`src/kce_pkg.sv`:
```
// kce_pkg: shared types, constants and register indexes of the kirsch compass edge filter
// no dependencies

package kce_pkg;

  // default sizes
  localparam int DEF_MAX_WIDTH  = 2048;
  localparam int DEF_PIXEL_BITS = 16;

  // configuration register widths and reset values
  localparam int FW_BITS       = 12;
  localparam int FH_BITS       = 16;
  localparam int CFG_BITS      = 16;
  localparam int CFG_IDX_BITS  = 1;
  localparam logic [FW_BITS-1:0] FRAME_WIDTH_RST  = 12'd640;
  localparam logic [FH_BITS-1:0] FRAME_HEIGHT_RST = 16'd480;
  localparam int MIN_DIM = 3;

  // configuration register indexes
  localparam logic [CFG_IDX_BITS-1:0] REG_FRAME_WIDTH  = 1'b0;
  localparam logic [CFG_IDX_BITS-1:0] REG_FRAME_HEIGHT = 1'b1;

  // ring of the eight neighbours, clockwise from top left
  localparam logic [1:0] RING_R [8] = '{2'd0, 2'd0, 2'd0, 2'd1, 2'd2, 2'd2, 2'd2, 2'd1};
  localparam logic [1:0] RING_C [8] = '{2'd0, 2'd1, 2'd2, 2'd2, 2'd2, 2'd1, 2'd0, 2'd0};

  // per-window control passed from the line buffer to the core
  typedef struct packed {
    logic valid;
    logic last;
  } kce_ctrl_t;

endpackage

```
`src/kce_kirsch_core.sv`:
```
// kce_kirsch_core: maximum of the eight compass responses as 8*S - 3*T, two stages
// depends on kce_pkg

module kce_kirsch_core import kce_pkg::*; #(
  parameter int PIXEL_BITS = DEF_PIXEL_BITS
) (
  input  logic                            clk,
  input  logic                            rst_n,
  input  logic                            advance,
  input  logic [2:0][2:0][PIXEL_BITS-1:0] win,
  input  kce_ctrl_t                       ctrl,
  output logic                            out_valid_r,
  output logic [PIXEL_BITS+3:0]           out_edge_strength_r,
  output logic                            out_frame_end_r
);

  localparam int SW = PIXEL_BITS + 2;
  localparam int TW = PIXEL_BITS + 3;
  localparam int OW = PIXEL_BITS + 4;
  localparam int XW = PIXEL_BITS + 5;

  logic [PIXEL_BITS-1:0] v [8];
  logic [SW-1:0]         s3 [8];
  logic [SW-1:0]         m4 [4];
  logic [SW-1:0]         m2 [2];
  logic [SW-1:0]         best;
  logic [TW-1:0]         total;
  kce_ctrl_t             ctrl_s_r;
  logic [SW-1:0]         best_r;
  logic [TW-1:0]         total_r;
  logic [XW-1:0]         result;

  // ring values, triple sums, their maximum and the ring total
  always_comb begin
    for (int k = 0; k < 8; k++) begin
      v[k] = win[RING_R[k]][RING_C[k]];
    end
    for (int k = 0; k < 8; k++) begin
      s3[k] = SW'(v[k]) + SW'(v[(k + 1) % 8]) + SW'(v[(k + 2) % 8]);
    end
    for (int k = 0; k < 4; k++) begin
      m4[k] = (s3[2*k] > s3[2*k+1]) ? s3[2*k] : s3[2*k+1];
    end
    for (int k = 0; k < 2; k++) begin
      m2[k] = (m4[2*k] > m4[2*k+1]) ? m4[2*k] : m4[2*k+1];
    end
    best  = (m2[0] > m2[1]) ? m2[0] : m2[1];
    total = ((TW'(v[0]) + TW'(v[1])) + (TW'(v[2]) + TW'(v[3])))
          + ((TW'(v[4]) + TW'(v[5])) + (TW'(v[6]) + TW'(v[7])));
  end

  always_ff @(posedge clk) begin
    if (!rst_n) begin
      ctrl_s_r <= '0;
    end else if (advance) begin
      ctrl_s_r <= ctrl;
    end
  end

  always_ff @(posedge clk) begin
    if (advance) begin
      best_r  <= best;
      total_r <= total;
    end
  end

  // final response, never negative
  assign result = (XW'(best_r) << 3) - (XW'(total_r) + (XW'(total_r) << 1));

  // result register
  always_ff @(posedge clk) begin
    if (!rst_n) begin
      out_valid_r <= 1'b0;
    end else if (advance) begin
      out_valid_r <= ctrl_s_r.valid;
    end
  end

  always_ff @(posedge clk) begin
    if (advance) begin
      out_edge_strength_r <= result[OW-1:0];
      out_frame_end_r     <= ctrl_s_r.last;
    end
  end

endmodule

```
`config.mk`:
```
export PLATFORM = sky130hd
export DESIGN_NAME = kce_kirsch_core
export DESIGN_NICKNAME = d
export VERILOG_FILES = /design/src/kce_pkg.sv /design/src/kce_kirsch_core.sv
export SDC_FILE = /design/constraint.sdc
export NUM_CORES = 1
export LEC_CHECK = 0
export BUFFER_PORTS_ARGS = -buffer_cell sky130_fd_sc_hd__buf_2
export CORE_MARGIN = 5
export CORE_UTILIZATION = 55
export DETAILED_ROUTE_END_ITERATION = 10
export PLACE_DENSITY = 0.81
export SETUP_SLACK_MARGIN = 0.5
export SLEW_MARGIN = 20
export SYNTH_ARGS = -nofsm -noshare
export SYNTH_HDL_FRONTEND = slang
export SYNTH_SLANG_ARGS = --single-unit
```
`constraint.sdc`:
```
create_clock -name clk -period 17.8 [get_ports clk]
set_input_delay 0.89 -clock clk [delete_from_list [all_inputs] [get_ports clk]]
set_output_delay 0.89 -clock clk [all_outputs]
set_load 0.005 [all_outputs]
```
==> parameters.txt <==
Parameter                              Value

Status
  Result of the run    completed

Clocking
  TritonCTS clock tree    yes
  Root Driver    sky130_fd_sc_hd__clkbuf_16
  Cts bufs inserted    9
  Skew-Pair Late Insertion Delay    0.34 ns
  Number of cells upsized or downsized after cts    0
  Clock sinks    60
  Largest buffer count on any clock path    2
  Number of levels in the clock H-tree    3
  Post-CTS Setup Repair Bufs    0
  Clock slew seen by the registers of the worst setup and hold paths    0.05 ns
  Hold-fix buffer count after cts    0

Job
  Max-capacitance violation count    0

Route
  WL/cell    around 21 um
  Via density per instance    slightly below 6
  Remaining antenna violation count    0
  First-pass detailed-route iteration total    5
  Remaining routing DRC violations    0
  Starting DRT DRC Count    1142
  Total via count after detailed routing    15100
  Final Routed Wirelength    around 53 mm

Synth
  Count of flip-flops with a built-in enable after synthesis    57
  Synthesized cell area    roughly 18000 sq um
  Main synth FF type    sky130_fd_sc_hd__edfxtp_1
  Count of synthesis-stage warnings from yosys    0
  Post-Syn Area per Cell    ~9.3 sq um
  Count of different cell masters after synthesis    85
  Flop and latch count out of synthesis    60
  Async set-or-reset flop fraction in the synthesized netlist    0
  Syn_nets    approximately 2600
  Cells after synthesis    1952
  Post-synthesis sequential area ratio    0.0971

Floorplan
  Starting utilization of the core area    0.559
  Area of the placeable core    about 33000 sq um
  Die outline width    192 um
  Die footprint    approximately 37000 sq um
  Ports    between 150 and 200
  Die height    between 150 and 200 um
  Cell Rows    66

Timing
  Final critical delay including setup and external delays    ~13 ns
  Transition at the pin with the smallest max-transition slack    about 0.98 ns
  Achievable Freq    approximately 76 MHz
  Remaining max-slew budget at the tightest pin    0.337
  Worst Skew    0.00680 ns
  Setup repair after global routing missed its margin    no
  Share of the clock period used by the worst path    0.741
  Final setup fails    0
  Final Hold Violating Endpoints    0
  Setup TNS    0 ns
  Max-slew violation count    0

Worst setup path
  Worst reg2reg startpoint    total_r[2]$_DFFE_PP_
  Required time reported for the critical path endpoint    approximately 18 ns
  Worst setup path startpoint    win[1]
  Data arrival time of the worst path    approximately 13 ns
  Worst path max stage delay    between 0.6 and 0.7 ns
  Peak fanout along the critical path    27
  Startpoint type of the worst setup path    input pin
  Cell seen most often among critical-path stages    sky130_fd_sc_hd__a21oi_1
  Standard cell with the maximum stage delay on the critical path    sky130_fd_sc_hd__nor4_1
  Number of buffers and inverters on the critical path    7
  Category of cells accounting for the largest share of critical-path delay    compound AO/OA/AOI/OAI gates
  Critical Setup Path Class    input pin to flop
  Critical Path End Type    flop

Hold path
  Startpoint of the tightest hold check path    ctrl_s_r[0]$_SDFFE_PN0P_
  Tightest Hold Check Type    flop to flop

Place
  DP HPWL    approximately 47 mm
  GP Congestion    around 0.97
  Count of buffers inserted at the top-level ports    about 150

Global routing
  Global-route wire length before repair    82.3 mm
  All-layer global routing usage    0.288
  Pin count of the biggest net entering global routing    61
  Antenna violations before repair    1
  Number of global-route vias before repair    ~16000
  Total gr overflow    0

Finish
  Post-layout utilization of the core    0.610
  Fraction of layout cells with a size suffix above 1    0.112
  Area growth from synthesis to final layout    9.10%
  Number of nets in the final layout    ~2800
## worst paths after layout
check / end / slack (ns) / cells past startpoint
setup reg to reg: out_edge_strength_r[18]$_DFFE_PP_ / 14.18 / 14
setup / recovery: best_r[12]$_DFFE_PP_ / 4.62 / 50
hold / removal: out_frame_end_r$_DFFE_PP_ / 0.44 / 0
hold reg to reg: out_frame_end_r$_DFFE_PP_ / 0.44 / 0
## worst register-to-register path: stages, from the launching register on
cell and delay [ns]:
sky130_fd_sc_hd__edfxtp_1 0.41, sky130_fd_sc_hd__inv_1 0.13, sky130_fd_sc_hd__fa_1 0.43, sky130_fd_sc_hd__ha_1 0.33, sky130_fd_sc_hd__a21oi_1 0.24, sky130_fd_sc_hd__o21bai_1 0.10
sky130_fd_sc_hd__a21oi_1 0.23, sky130_fd_sc_hd__o21bai_1 0.09, sky130_fd_sc_hd__a21oi_1 0.26, sky130_fd_sc_hd__o21bai_1 0.13, sky130_fd_sc_hd__a2111o_1 0.46, sky130_fd_sc_hd__nand2_1 0.12
sky130_fd_sc_hd__o2111ai_1 0.17, sky130_fd_sc_hd__a21oi_1 0.21, sky130_fd_sc_hd__xnor2_1 0.08
## placed cells by master (no fill, tap or decap), types with 11 or more instances in the layout
cell type,n
sky130_fd_sc_hd__nand2_1,72
sky130_fd_sc_hd__nor3_1,21
sky130_fd_sc_hd__nand2b_1,25
sky130_fd_sc_hd__xor2_1,48
sky130_fd_sc_hd__a31oi_1,13
sky130_fd_sc_hd__a211o_1,13
sky130_fd_sc_hd__nand3_1,44
sky130_fd_sc_hd__inv_1,287
sky130_fd_sc_hd__mux2i_1,54
sky130_fd_sc_hd__nor2_1,102
sky130_fd_sc_hd__ha_1,278
sky130_fd_sc_hd__xnor2_1,89
sky130_fd_sc_hd__a21o_1,93
sky130_fd_sc_hd__a21oi_1,152
sky130_fd_sc_hd__fa_1,231
sky130_fd_sc_hd__o21a_1,13
sky130_fd_sc_hd__o211ai_1,11
sky130_fd_sc_hd__buf_2,154
sky130_fd_sc_hd__o21bai_1,22
sky130_fd_sc_hd__edfxtp_1,57
sky130_fd_sc_hd__nand4_1,19
sky130_fd_sc_hd__a211oi_1,22
sky130_fd_sc_hd__nor2b_1,24
sky130_fd_sc_hd__o21ai_0,61
## area by class of cell
cell class,count,area [sq um]
antenna,1,2.50
clock buffer,11,243
clock inverter,5,100
fill,2837,12700
inverter,287,1080
multi-input combinational,1580,15300
sequential,60,1770
tap,442,553
timing repair buffer,163,850
## cell families (layout without fill, tap and decap cells)
logic type,count (synthesis),count (layout),share of synthesized area
adder cells (fa/ha/maj),510,510,0.445
AO/OA/AOI/OAI,497,497,0.187
AND/OR/NAND/NOR,372,372,0.103
buffers and inverters,312,466,0.0660
XOR/XNOR,137,137,0.0658
multiplexers,64,64,0.0360
flip-flops,60,60,0.0971
other,0,1,0
## registers in the layout, summed over array words and instances, names as in the netlist
| signal | cells |
|---|---|
| out_frame_end_r | 1 |
| out_valid_r | 1 |
| best_r | 17 |
| ctrl_s_r | 2 |
| total_r | 19 |
| out_edge_strength_r | 20 |
## stage by stage
stage	hold WS [ns]	cells	cell area, sq um	worst slack (ns)
4_1_cts	0.439	2546	19900	4.56
5_1_grt	0.452	2548	19900	4.09
3_5_place_dp	0.427	2530	19500	4.33
6_report	0.436	2549	19900	4.62
2_1_floorplan	0.408	1952	18200	6.82
3_3_place_gp	0.414	2530	19500	4.49
## per-layer routing
| layer | vias to the layer above | GRT usage | part of all wire |
|---|---|---|---|
| li1 | 7165 | - | - |
| met1 | 7234 | 0.368 | 0.41 |
| met4 | 2 | 0.134 | 0.058 |
| met5 | - | 0 | 0.00025 |
| met2 | 564 | 0.485 | 0.46 |
| met3 | 142 | 0.0405 | 0.067 |
## synthesized netlist by cell type, drive strengths merged, types with 24 or more instances
cell type / instances / area share
inv: 287 / 0.059
ha: 278 / 0.19
fa: 231 / 0.25
a21oi: 154 / 0.043
nor2: 102 / 0.021
a21o: 93 / 0.038
xnor2: 89 / 0.043
nand2: 73 / 0.015
o21ai: 64 / 0.018
edfxtp: 57 / 0.094
mux2i: 54 / 0.030
xor2: 48 / 0.023
nand3: 44 / 0.012
a211oi: 26 / 0.012
nand2b: 25 / 0.0086
nor2b: 24 / 0.0082
Power is left out: the tool's default activity adds up to more than one toggle a clock period on the data nets, which glitch-free logic cannot reach.
